[src/sv/pulse_duration_classifier_assert.svh]
// Assertion macros shared by the pulse duration classifier modules.
// Depends on nothing; included by the controller and the datapath.
`ifndef PULSE_DURATION_CLASSIFIER_ASSERT_SVH
`define PULSE_DURATION_CLASSIFIER_ASSERT_SVH

// ante holds in a cycle -> cons holds in the same cycle
`define PDC_ASSERT_SAME(label, clk, rst, ante, cons) \
  label: assert property (@(posedge clk) disable iff (rst) (ante) |-> (cons)) \
    else $error("pdc assertion failed");

// ante holds in a cycle -> cons holds in the next cycle
`define PDC_ASSERT_NEXT(label, clk, rst, ante, cons) \
  label: assert property (@(posedge clk) disable iff (rst) (ante) |=> (cons)) \
    else $error("pdc assertion failed");

`endif

[src/sv/pdc_pkg.sv]
// Package for the pulse duration classifier: sizes, codes, types, helpers.
// No dependencies.
package pdc_pkg;

  localparam int MAX_ENTRIES = 4;
  localparam int DUR_W       = 16;
  localparam int MAG_W       = 15;
  localparam int TOL_W       = 15;
  localparam int OIDX_W      = 2;
  localparam int OCNT_W      = 3;
  localparam int CNT_W       = $clog2(MAX_ENTRIES + 1);
  localparam int TIDX_W      = (MAX_ENTRIES > 1) ? $clog2(MAX_ENTRIES) : 1;

  localparam logic [TOL_W-1:0] TOL_RESET = TOL_W'(50);

  localparam logic [1:0] MODE_CLASSIFY = 2'd0;
  localparam logic [1:0] MODE_APPEND   = 2'd1;
  localparam logic [1:0] MODE_CLEAR    = 2'd2;

  typedef enum logic [2:0] {
    ST_MATCH    = 3'd0,
    ST_CLOSEST  = 3'd1,
    ST_NOMATCH  = 3'd2,
    ST_APPENDED = 3'd3,
    ST_REFUSED  = 3'd4,
    ST_CLEARED  = 3'd5
  } status_t;

  typedef logic [DUR_W-1:0]  dur_t;
  typedef logic [MAG_W-1:0]  mag_t;
  typedef logic [MAG_W:0]    diff_t;
  typedef logic [TOL_W-1:0]  tol_t;
  typedef logic [CNT_W-1:0]  cnt_t;
  typedef logic [TIDX_W-1:0] tidx_t;
  typedef logic [OIDX_W-1:0] oidx_t;
  typedef logic [OCNT_W-1:0] ocnt_t;

  typedef struct packed {
    logic load;
    logic step;
    logic emit;
  } ctrl_cmd_t;

  typedef struct packed {
    logic start_classify;
    logic scan_end;
    logic out_free;
  } dp_status_t;

  // magnitude of a signed duration; the most negative value saturates
  function automatic mag_t abs_sat(input dur_t d);
    dur_t neg;
    neg = dur_t'(~d + dur_t'(1));
    if (!d[DUR_W-1]) begin
      return mag_t'(d);
    end else if (neg[DUR_W-1]) begin
      return {MAG_W{1'b1}};
    end else begin
      return mag_t'(neg);
    end
  endfunction

endpackage

[src/sv/pdc_if.sv]
// Channel interfaces of the pulse duration classifier.
// Depends on pdc_pkg.
interface pdc_in_if;
  logic          valid;
  logic          ready;
  logic [1:0]    mode;
  pdc_pkg::dur_t duration;

  modport source (output valid, output mode, output duration, input ready);
  modport sink (input valid, input mode, input duration, output ready);
endinterface

interface pdc_out_if;
  logic            valid;
  logic            ready;
  pdc_pkg::status_t status;
  pdc_pkg::oidx_t   entry_index;
  pdc_pkg::ocnt_t   entries_used;

  modport source (output valid, output status, output entry_index, output entries_used,
                  input ready);
  modport sink (input valid, input status, input entry_index, input entries_used,
                output ready);
endinterface

[src/sv/pdc_ctrl.sv]
// Controller of the pulse duration classifier: accept, scan, emit sequencing.
// Depends on pdc_pkg and pulse_duration_classifier_assert.svh.
`include "pulse_duration_classifier_assert.svh"

module pdc_ctrl (
  input  logic                clk,
  input  logic                rst,
  input  logic                pulse_valid,
  output logic                pulse_ready,
  input  pdc_pkg::dp_status_t stat,
  output pdc_pkg::ctrl_cmd_t  cmd
);

  typedef enum logic [2:0] {
    S_IDLE   = 3'b001,
    S_SCAN   = 3'b010,
    S_FINISH = 3'b100
  } state_t;

  state_t state;
  state_t state_next;

  always_comb begin
    state_next  = state;
    cmd         = '0;
    pulse_ready = 1'b0;
    unique case (state)
      S_IDLE: begin
        pulse_ready = 1'b1;
        if (pulse_valid) begin
          cmd.load   = 1'b1;
          state_next = stat.start_classify ? S_SCAN : S_FINISH;
        end
      end
      S_SCAN: begin
        cmd.step = 1'b1;
        if (stat.scan_end) begin
          state_next = S_FINISH;
        end
      end
      S_FINISH: begin
        if (stat.out_free) begin
          cmd.emit   = 1'b1;
          state_next = S_IDLE;
        end
      end
      default: begin
        state_next = S_IDLE;
      end
    endcase
  end

  always_ff @(posedge clk) begin
    if (rst) begin
      state <= S_IDLE;
    end else begin
      state <= state_next;
    end
  end

  `PDC_ASSERT_SAME(a_cmd_exclusive, clk, rst, 1'b1, $onehot0({cmd.load, cmd.step, cmd.emit}))
  `PDC_ASSERT_NEXT(a_emit_returns_idle, clk, rst, cmd.emit, pulse_ready)
  `PDC_ASSERT_SAME(a_emit_needs_room, clk, rst, cmd.emit, stat.out_free)

endmodule

[src/sv/pdc_datapath.sv]
// Datapath of the pulse duration classifier: table, count, scan and result register.
// Depends on pdc_pkg, pdc_if and pulse_duration_classifier_assert.svh.
`include "pulse_duration_classifier_assert.svh"

module pdc_datapath (
  input  logic               clk,
  input  logic               rst,
  input  logic               cfg_write,
  input  pdc_pkg::tol_t      cfg_data,
  input  logic [1:0]         mode,
  input  pdc_pkg::dur_t      duration,
  input  pdc_pkg::ctrl_cmd_t cmd,
  output pdc_pkg::dp_status_t stat,
  pdc_out_if.source          result
);

  pdc_pkg::mag_t  ref_table [pdc_pkg::MAX_ENTRIES];
  pdc_pkg::tol_t  tol;
  pdc_pkg::cnt_t  count;
  pdc_pkg::cnt_t  count_next;
  logic [1:0]     mode_q;
  pdc_pkg::mag_t  mag_q;
  pdc_pkg::cnt_t  idx;
  logic           hit_q;
  pdc_pkg::tidx_t hit_idx;
  pdc_pkg::diff_t best_diff;
  pdc_pkg::tidx_t best_idx;
  logic           out_valid;

  pdc_pkg::tidx_t   rd_idx;
  pdc_pkg::mag_t    ref_val;
  pdc_pkg::mag_t    diff;
  logic             in_range;
  logic             diff_hit;
  logic             full;
  logic             table_we;
  pdc_pkg::status_t res_status;
  pdc_pkg::oidx_t   res_idx;

  assign rd_idx   = pdc_pkg::tidx_t'(idx);
  assign in_range = idx < count;
  assign ref_val  = ref_table[rd_idx];
  assign diff     = (ref_val >= mag_q) ? pdc_pkg::mag_t'(ref_val - mag_q)
                                       : pdc_pkg::mag_t'(mag_q - ref_val);
  assign diff_hit = in_range && (diff <= tol);
  assign full     = count >= pdc_pkg::cnt_t'(pdc_pkg::MAX_ENTRIES);

  assign stat.start_classify = (mode != pdc_pkg::MODE_APPEND) && (mode != pdc_pkg::MODE_CLEAR);
  assign stat.scan_end       = diff_hit || ((idx + pdc_pkg::cnt_t'(1)) >= count);
  assign stat.out_free       = !out_valid || result.ready;

  always_comb begin
    count_next = count;
    table_we   = 1'b0;
    res_status = pdc_pkg::ST_NOMATCH;
    res_idx    = '0;
    priority if (mode_q == pdc_pkg::MODE_CLEAR) begin
      count_next = '0;
      res_status = pdc_pkg::ST_CLEARED;
    end else if (mode_q == pdc_pkg::MODE_APPEND) begin
      if (full) begin
        res_status = pdc_pkg::ST_REFUSED;
      end else begin
        table_we   = 1'b1;
        count_next = count + pdc_pkg::cnt_t'(1);
        res_status = pdc_pkg::ST_APPENDED;
        res_idx    = pdc_pkg::oidx_t'(count);
      end
    end else if (hit_q) begin
      res_status = pdc_pkg::ST_MATCH;
      res_idx    = pdc_pkg::oidx_t'(hit_idx);
    end else if (full) begin
      res_status = pdc_pkg::ST_CLOSEST;
      res_idx    = pdc_pkg::oidx_t'(best_idx);
    end else begin
      res_status = pdc_pkg::ST_NOMATCH;
    end
  end

  always_ff @(posedge clk) begin
    if (rst) begin
      tol       <= pdc_pkg::TOL_RESET;
      count     <= '0;
      out_valid <= 1'b0;
      hit_q     <= 1'b0;
      mode_q    <= pdc_pkg::MODE_CLASSIFY;
    end else begin
      if (cfg_write) begin
        tol <= cfg_data;
      end
      if (cmd.load) begin
        mode_q <= mode;
        hit_q  <= 1'b0;
      end else if (cmd.step && diff_hit) begin
        hit_q <= 1'b1;
      end
      if (cmd.emit) begin
        count     <= count_next;
        out_valid <= 1'b1;
      end else if (result.ready) begin
        out_valid <= 1'b0;
      end
    end
  end

  always_ff @(posedge clk) begin
    if (cmd.load) begin
      mag_q     <= pdc_pkg::abs_sat(duration);
      idx       <= '0;
      best_diff <= '1;
      best_idx  <= '0;
    end else if (cmd.step) begin
      idx <= idx + pdc_pkg::cnt_t'(1);
      if (diff_hit) begin
        hit_idx <= rd_idx;
      end else if (in_range && ({1'b0, diff} < best_diff)) begin
        best_diff <= {1'b0, diff};
        best_idx  <= rd_idx;
      end
    end
    if (cmd.emit && table_we) begin
      ref_table[pdc_pkg::tidx_t'(count)] <= mag_q;
    end
    if (cmd.emit) begin
      result.status       <= res_status;
      result.entry_index  <= res_idx;
      result.entries_used <= pdc_pkg::ocnt_t'(count_next);
    end
  end

  assign result.valid = out_valid;

  `PDC_ASSERT_SAME(a_count_bound, clk, rst, 1'b1, count <= pdc_pkg::cnt_t'(pdc_pkg::MAX_ENTRIES))
  `PDC_ASSERT_NEXT(a_clear_empties, clk, rst, cmd.emit && (mode_q == pdc_pkg::MODE_CLEAR), count == '0)
  `PDC_ASSERT_SAME(a_hit_in_table, clk, rst, hit_q, pdc_pkg::cnt_t'(hit_idx) < count)
  `PDC_ASSERT_NEXT(a_emit_shows_result, clk, rst, cmd.emit, out_valid)

endmodule

[src/sv/pulse_duration_classifier.sv]
// Top level of the pulse duration classifier: controller plus datapath.
// Depends on pdc_pkg, pdc_if, pdc_ctrl and pdc_datapath.
//
//   channel  dir   handshake    payload
//   pulse    in    valid/ready  mode[1:0], duration[15:0] signed
//   result   out   valid/ready  status[2:0], entry_index[1:0], entries_used[2:0]
//   cfg      in    cfg_write    cfg_data[14:0] (match tolerance)
//
// Append and clear go from accept straight to finish, where the emit waits for room.
// Classify passes through a scan state first, which checks the entries up to the first match,
// one per cycle through the single table read port and compare unit.
// The result register loads on the clock edge at which the emit is given.
// Reset empties the table and sets the tolerance to 50; entry contents are not cleared.
// A waiting result does not block the next accept; only its emit waits for room.
module pulse_duration_classifier (
  input  logic          clk,
  input  logic          rst,
  input  logic          cfg_write,
  input  pdc_pkg::tol_t cfg_data,
  pdc_in_if.sink        pulse,
  pdc_out_if.source     result
);

  pdc_pkg::ctrl_cmd_t  cmd;
  pdc_pkg::dp_status_t stat;
  logic                pulse_ready;

  assign pulse.ready = pulse_ready;

  pdc_ctrl u_ctrl (
    .clk         (clk),
    .rst         (rst),
    .pulse_valid (pulse.valid),
    .pulse_ready (pulse_ready),
    .stat        (stat),
    .cmd         (cmd)
  );

  pdc_datapath u_datapath (
    .clk       (clk),
    .rst       (rst),
    .cfg_write (cfg_write),
    .cfg_data  (cfg_data),
    .mode      (pulse.mode),
    .duration  (pulse.duration),
    .cmd       (cmd),
    .stat      (stat),
    .result    (result)
  );

endmodule

[src/flat_wrapper.sv]
// flat-port wrapper written by rule: the top's interface ports become plain ports
module pulse_duration_classifier_flat 
  (clk, rst, cfg_write, cfg_data, pulse_valid, pulse_mode, pulse_duration, pulse_ready, result_valid, result_status, result_entry_index, result_entries_used, result_ready);
  pdc_in_if pulse_i ();
  pdc_out_if result_i ();
  input  logic clk;
  input  logic rst;
  input  logic cfg_write;
  input  pdc_pkg::tol_t cfg_data;
  input wire logic [$bits(pulse_i.valid)-1:0] pulse_valid;
  input wire logic [$bits(pulse_i.mode)-1:0] pulse_mode;
  input wire logic [$bits(pulse_i.duration)-1:0] pulse_duration;
  output wire logic [$bits(pulse_i.ready)-1:0] pulse_ready;
  output wire logic [$bits(result_i.valid)-1:0] result_valid;
  output wire logic [$bits(result_i.status)-1:0] result_status;
  output wire logic [$bits(result_i.entry_index)-1:0] result_entry_index;
  output wire logic [$bits(result_i.entries_used)-1:0] result_entries_used;
  input wire logic [$bits(result_i.ready)-1:0] result_ready;
  assign pulse_i.valid = pulse_valid;
  assign pulse_i.mode = pulse_mode;
  assign pulse_i.duration = pulse_duration;
  assign pulse_ready = pulse_i.ready;
  assign result_valid = result_i.valid;
  assign result_status = result_i.status;
  assign result_entry_index = result_i.entry_index;
  assign result_entries_used = result_i.entries_used;
  assign result_i.ready = result_ready;
  pulse_duration_classifier u_core (.clk(clk), .rst(rst), .cfg_write(cfg_write), .cfg_data(cfg_data), .pulse(pulse_i), .result(result_i));
endmodule
[config.mk]
export PLATFORM = sky130hd
export DESIGN_NAME = pulse_duration_classifier_flat
export DESIGN_NICKNAME = d
export VERILOG_FILES = /design/src/sv/pdc_pkg.sv /design/src/sv/pdc_if.sv /design/src/sv/pdc_ctrl.sv /design/src/sv/pdc_datapath.sv /design/src/sv/pulse_duration_classifier.sv /design/src/flat_wrapper.sv
export VERILOG_INCLUDE_DIRS = /design/src /design/src/sv
export SDC_FILE = /design/constraint.sdc
export NUM_CORES = 1
export LEC_CHECK = 0
export BUFFER_PORTS_ARGS = -buffer_cell sky130_fd_sc_hd__buf_2
export CAP_MARGIN = 30
export CORE_MARGIN = 5
export CORE_UTILIZATION = 66
export CTS_CLUSTER_DIAMETER = 150
export DETAILED_ROUTE_END_ITERATION = 8
export GPL_ROUTABILITY_DRIVEN = 0
export GPL_TIMING_DRIVEN = 0
export HOLD_SLACK_MARGIN = 0.03
export PLACE_DENSITY = 0.86
export SLEW_MARGIN = 30
export SYNTH_ARGS = -nofsm -noshare
export SYNTH_HDL_FRONTEND = slang
export SYNTH_SLANG_ARGS = --single-unit
[constraint.sdc]
create_clock -name clk -period 14.67 [get_ports clk]
set_clock_uncertainty 0.15 [all_clocks]
set_input_delay 4.401 -clock clk [delete_from_list [all_inputs] [get_ports clk]]
set_output_delay 4.401 -clock clk [all_outputs]
set_load 0.03 [all_outputs]
# Word-level counts from Yosys, hierarchy flattened
# Memories as Yosys holds them, arrays and structs flattened. A register that Yosys moved wholly into a read port is not among the register bits.
# Cells that the tools add are included.
[totals] reg_bits=71 ram_bits=60 in_bits=38 out_inout_bits=10 wordCells=86 n_memories=1
[op_classes] add_sub_neg=5 magnitude_cmp=6 n_eq_ne=10 mux=34 bitwise_logic=3 n_reduce_logical=13
[memory_table] memory="u_core.u_datapath.ref_table" depth=4 width=15 rd=1 rd_ports_with_merged_regs=1 wr=1 line_no="pdc_datapath.sv:17" source="pdc_pkg::mag_t ref_table [pdc_pkg::MAX_ENTRIES];"
[op_table] op="2-to-1 mux 15 bit" n=3
[op_table] op="subtractor 15 bit" n=2
[op_table] op="2-to-1 mux 3 bit" n=9
[op_table] op="adder 16 x 1 -> 16 bit, second input constant" n=1
[op_table] op="less-than comparator 15 x 16 -> 1 bit" n=1
[op_table] op="2-to-1 mux 2 bit" n=8
[op_table] op="NOT 16 bit" n=1
[op_table] op=">= comparator 15 bit" n=1
[op_table] op="<= comparator 15 bit" n=1
[op_table] op="2-to-1 mux 1 bit" n=13
[op_table] op="case mux 3 bit (3 select lines)" n=1
[op_table] op="AND reduction 3 bit" n=3
[op_table] op="adder 3 x 1 -> 3 bit, second input constant" n=2
[op_table] op="inequality test 2 x 1 -> 1 bit, second input constant" n=3
[op_table] op="logical AND 1 bit" n=5
[op_table] op="inequality test 2 bit, second input constant" n=2
[op_table] op="== test 3 x 1 -> 1 bit, second input constant" n=1
[op_table] op="== test 3 x 2 -> 1 bit, second input constant" n=1
[op_table] op="== test 3 bit, second input constant" n=1
[op_table] op=">= comparator 3 bit" n=1
[op_table] op=">= comparator 3 bit, second input constant" n=1
[op_table] op="less-than comparator 3 bit" n=1
[op_table] op="== test 2 x 1 -> 1 bit, second input constant" n=1
[op_table] op="== test 2 bit, second input constant" n=1
[op_table] op="other kinds (5)" n=7

# Logic depth before layout (Yosys ltp)
[logic_depth] word_depth=7 ltp_mapped=25

# Modules after synthesis
# A second synthesis with hierarchy kept.
[hier_totals] cells_unflattened=716 area_unflattened_um2=7727.4
[modules_own_cells] module="pdc_datapath" n_inst=1 cells_per_inst=692 area_per_inst_um2=7527.2 seq_area_each_um2=3453.3
[modules_own_cells] module="pdc_ctrl" n_inst=1 cells_per_inst=24 area_per_inst_um2=200.2 seq_area_each_um2=60.1

# Least setup slack after synthesis
# Ideal clock, no wire load.
[synth_timing] path_kind="in2reg" from="input result_ready" to="memory u_core.u_datapath.ref_table[0][0] (netlist bit), enable pin" arrival_time_ps=5786 required_time_ps=14148 slack_ps=8362 stages=5 cell_sequence="nand2b_1 > and3_1 > clkbuf_1 > and4_1 > and2_1"
[synth_rtl] element="from (decl)" line_no="flat_wrapper.sv:18" source="input wire logic [$bits(result_i.ready)-1:0] result_ready;"
[synth_rtl] element="to (decl)" line_no="pdc_datapath.sv:17"

==> summary.md <==
| Metric | Value |
|---|---|
| LEAKAGE | 3.80 nW |
| Syn Area/Cell | 10.6 µm² |
| Overflow after GRT | 0 |
| Worst-Skew Late Latency | 420 ps |
| Post-CTS resize count | 0 |
| Clk pin slew, worst setup/hold paths | 60 ps |
| First-pass GRT wire length | 29700 µm |
| Port Buffer Count | 45 |
| Post-synth EDFFs | 85 |
| Synth top cells by count | edfxtp_1 (85), inv_1 (80), nand2_1 (77) |
| Routed length per instance | 19.3 µm |
| DRT antenna net count | 0 |
| Post-synthesis sequential area ratio | 0.461 |
| CP max stage delay | 680 ps |
| Vias in the first global route | 6129 |
| Crit. End Element | register |
| Crit path to | u_core.u_datapath.best_diff[2] |
| PwrDens | 143 nW/µm² |
| Fin. Hold Viols | 0 |
| Nets@finish | 897 |
| Comb power frac | 0.281 |
| Count leader, synth | edfxtp_1 |
| Total power | 1.24 mW |
| CTS max path bufs | 2 |
| Async set or reset register ratio after synthesis | 0 |
| P_sw | 0.386 mW |
| Core area | 11400 µm² |
| Initial core utilization | 0.670 |
| Sw Share | 0.312 |
| Max frequency | 0.139 GHz |
| Area grow syn2layout | 13.5% |
| Final worst-path cycle share | 0.490 |
| IO Pins | 48 |
| N_diodes | 0 |
| Critical path arrival | 7320 ps |
| Synth top area cells | edfxtp_1 (34%), dfxtp_1 (13%), ha_1 (12%), mux2i_1 (4.6%), mux4_2 (4.4%) |
| # Max-Cap Violations | 0 |
| Total setup buffers inserted after CTS | 0 |
| H-tree levels | 4 |
| CP max FO | 10 |
| Critical Path Start Type | register |
| Detail Placement HPWL | 12300 µm |
| CP Depth | 24 |
| Synthesized area | 7620 µm² |
| Worst VDD drop | 0.110 mV |
| Actual slew at the worst max-slew pin | 949 ps |
| Largest net degree at the start of global routing | 25 |
| Synth area leader | edfxtp_1 |
| Final setup fails | 0 |
| Crit path time final | 7180 ps |
| Yosys cell types | 66 |
| GRT Util Overall | 0.267 |
| CTS root buf | clkbuf_16 |
| Via count | 5950 |
| Drt first pass iters | 5 |
| Cell chain of the critical path | clkbuf_1 -> buf_1 -> mux4_2 -> ha_1 -> nand4_1 -> o41ai_2 -> a211o_1 -> or2_1 -> buf_6 -> buf_6 -> mux2i_1 -> nand2_1 -> xnor2_1 -> inv_1 -> ha_1 -> a21oi_1 -> nor2_1 -> a2111oi_0 -> o31ai_1 -> o21ai_0 -> a211o_1 -> buf_2 -> mux2i_1 -> nand2_1 |
| Hold buffers post-CTS | 0 |
| Setup TNS | 0 ps |
| Synthesized instance count | 721 |
| CP top delay family | compound AO/OA/AOI/OAI gates |
| Die area | 13800 µm² |
| Syn Nets | 833 |
| Relative slew slack | 0.366 |
| Initial DRC Count | 552 |
| Final wirelength | 18100 µm |
| Int Pwr | 0.852 mW |
| Status | finished clean |
| Die height | 117 µm |
| Initial antenna violation count | 0 |
| Layout cells sized above 1 | 0.132 |
| Power share of the clock group | 0.365 |
| Required @ worst endpoint | 14810 ps |
| WS Path Type | register to register |
| CTS Buf Count | 17 |
| Worst Hold Class | register to register |
| Worst r2r path cells | 24 |
| Clk sinks | 133 |
| Reg2Reg Setup Slack | 7490 ps |
| Reg2reg end | u_core.u_datapath.best_diff[2] |
| DRC | 0 |
| Die Span X | 117 µm |
| Sequential share of power | 0.354 |
| Warnings, synthesis | 0 |
| Worst Path Buf+Inv | 6 |
| Crit-path slowest cell | buf_1 |
| Num rows | 39 |
| Area fraction of the dominant cell type after synthesis | 0.335 |
| Synth Register Bits | 133 |
| Max Slew Vio Count | 0 |
| Vias per cell | 6.32 |
| Primary FF master, synth | edfxtp_1 |
| RSZ-0062 raised after global routing | no |
| TritonCTS clock tree | built |
through the flow:
stage / hold slack, ps / setup slack [ps] / cell area, µm² / cells / utilization
after floorplan: 273 / 8360 / 7620 / 721 / -
after global placement: 281 / 7790 / 8020 / 909 / 0.705
after detailed placement: 289 / 7560 / 8020 / 909 / 0.706
after CTS: 297 / 7570 / 8640 / 941 / 0.760
after global routing: 333 / 6850 / 8640 / 941 / 0.760
final: 297 / 7490 / 8640 / 941 / 0.760
state kept, by name, indices dropped and copies added (netlist names), 3 cells and up, named ones only:
register	count
u_core.u_datapath.mag_q	15
u_core.u_datapath.ref_table	60
u_core.u_datapath.count	3
u_core.u_datapath.idx	3
u_core.u_datapath.result.entries_used	3
u_core.u_datapath.result.status	3
u_core.u_ctrl.state	3
u_core.u_datapath.tol	15
u_core.u_datapath.best_diff	16
final cells by class:
class	instances	area (µm²)
timing repair buffer	45	225
multi-input combinational	482	3670
sequential	133	3510
inverter	80	300
clock buffer	20	437
clock inverter	12	184
fill	668	2730
buffer	26	131
tap	143	179
layout by cell type, fill, tap and decap left out, types with 4 or more instances in the layout:
| cell type | n |
|---|---|
| a21o_1 | 8 |
| a21oi_1 | 43 |
| a221oi_1 | 5 |
| a31oi_1 | 4 |
| and2_1 | 5 |
| buf_2 | 50 |
| bufinv_16 | 5 |
| clkbuf_1 | 16 |
| clkbuf_16 | 17 |
| dfxtp_1 | 48 |
| edfxtp_1 | 85 |
| ha_1 | 72 |
| inv_1 | 80 |
| mux2i_1 | 35 |
| mux4_2 | 15 |
| nand2_1 | 77 |
| nand2b_1 | 9 |
| nand3_1 | 11 |
| nand4_1 | 5 |
| nor2_1 | 51 |
| nor2b_1 | 6 |
| nor3_1 | 7 |
| o211ai_1 | 6 |
| o21ai_0 | 31 |
| o31ai_1 | 6 |
| xnor2_1 | 12 |
| xor2_1 | 16 |
layer usage:
metal,global-route usage,up-vias,wire length (µm)
li1,-,2702,-
met1,0.311,2813,6690
met5,0,-,0
met4,0.130,0,703
met2,0.463,350,9270
met3,0.0597,85,1450
worst register-to-register path, delay by kind of cell, from the launching register on:
| kind | cells | cell delay, ps |
|---|---|---|
| xor+xnor | 1 | 200 |
| mux | 3 | 1070 |
| simple gates | 5 | 630 |
| flops | 1 | 310 |
| fa+ha+maj | 2 | 770 |
| compound gates | 7 | 2120 |
| buf+inv | 6 | 1800 |
cells by family (layout without fill, tap and decap cells):
logic type                 after synthesis  in the layout  synth area share
muxes                                   53             53            0.0948
xor gates and xnor gates                28             28            0.0322
AOI/OAI and AO/OA                      141            141             0.120
adders and majority gates               74             74             0.124
DFF                                    133            133             0.461
and+or+nand+nor                        186            186             0.112
buffers and inverters                  106            183            0.0565
power groups by stage:
| stage | logic, mW | clock network [mW] | registers [mW] |
|---|---|---|---|
| CTS | 0.341 | 0.453 | 0.438 |
| floorplan | 0.244 | 0 | 0.440 |
| global route | 0.384 | 0.473 | 0.440 |
| detailed placement | 0.330 | 0 | 0.445 |
| global placement | 0.307 | 0 | 0.443 |
| finish | 0.348 | 0.451 | 0.438 |
worst min path at each step:
stage / depth (start not counted) / to / startpoint / slack (ps)
4_1_cts: 2 / u_core.u_datapath.best_diff[15] / u_core.u_datapath.best_diff[15] / 300
5_1_grt: 2 / u_core.u_datapath.best_diff[15] / u_core.u_datapath.best_diff[15] / 330
6_report: 2 / u_core.u_datapath.best_diff[15] / u_core.u_datapath.best_diff[15] / 300
3_5_place_dp: 2 / u_core.u_datapath.best_diff[15] / u_core.u_datapath.best_diff[15] / 290
3_3_place_gp: 2 / u_core.u_datapath.best_diff[15] / u_core.u_datapath.best_diff[15] / 280
2_1_floorplan: 2 / u_core.u_datapath.best_diff[15] / u_core.u_datapath.best_diff[15] / 270
No activity file was read; power rests on OpenSTA's default activity.
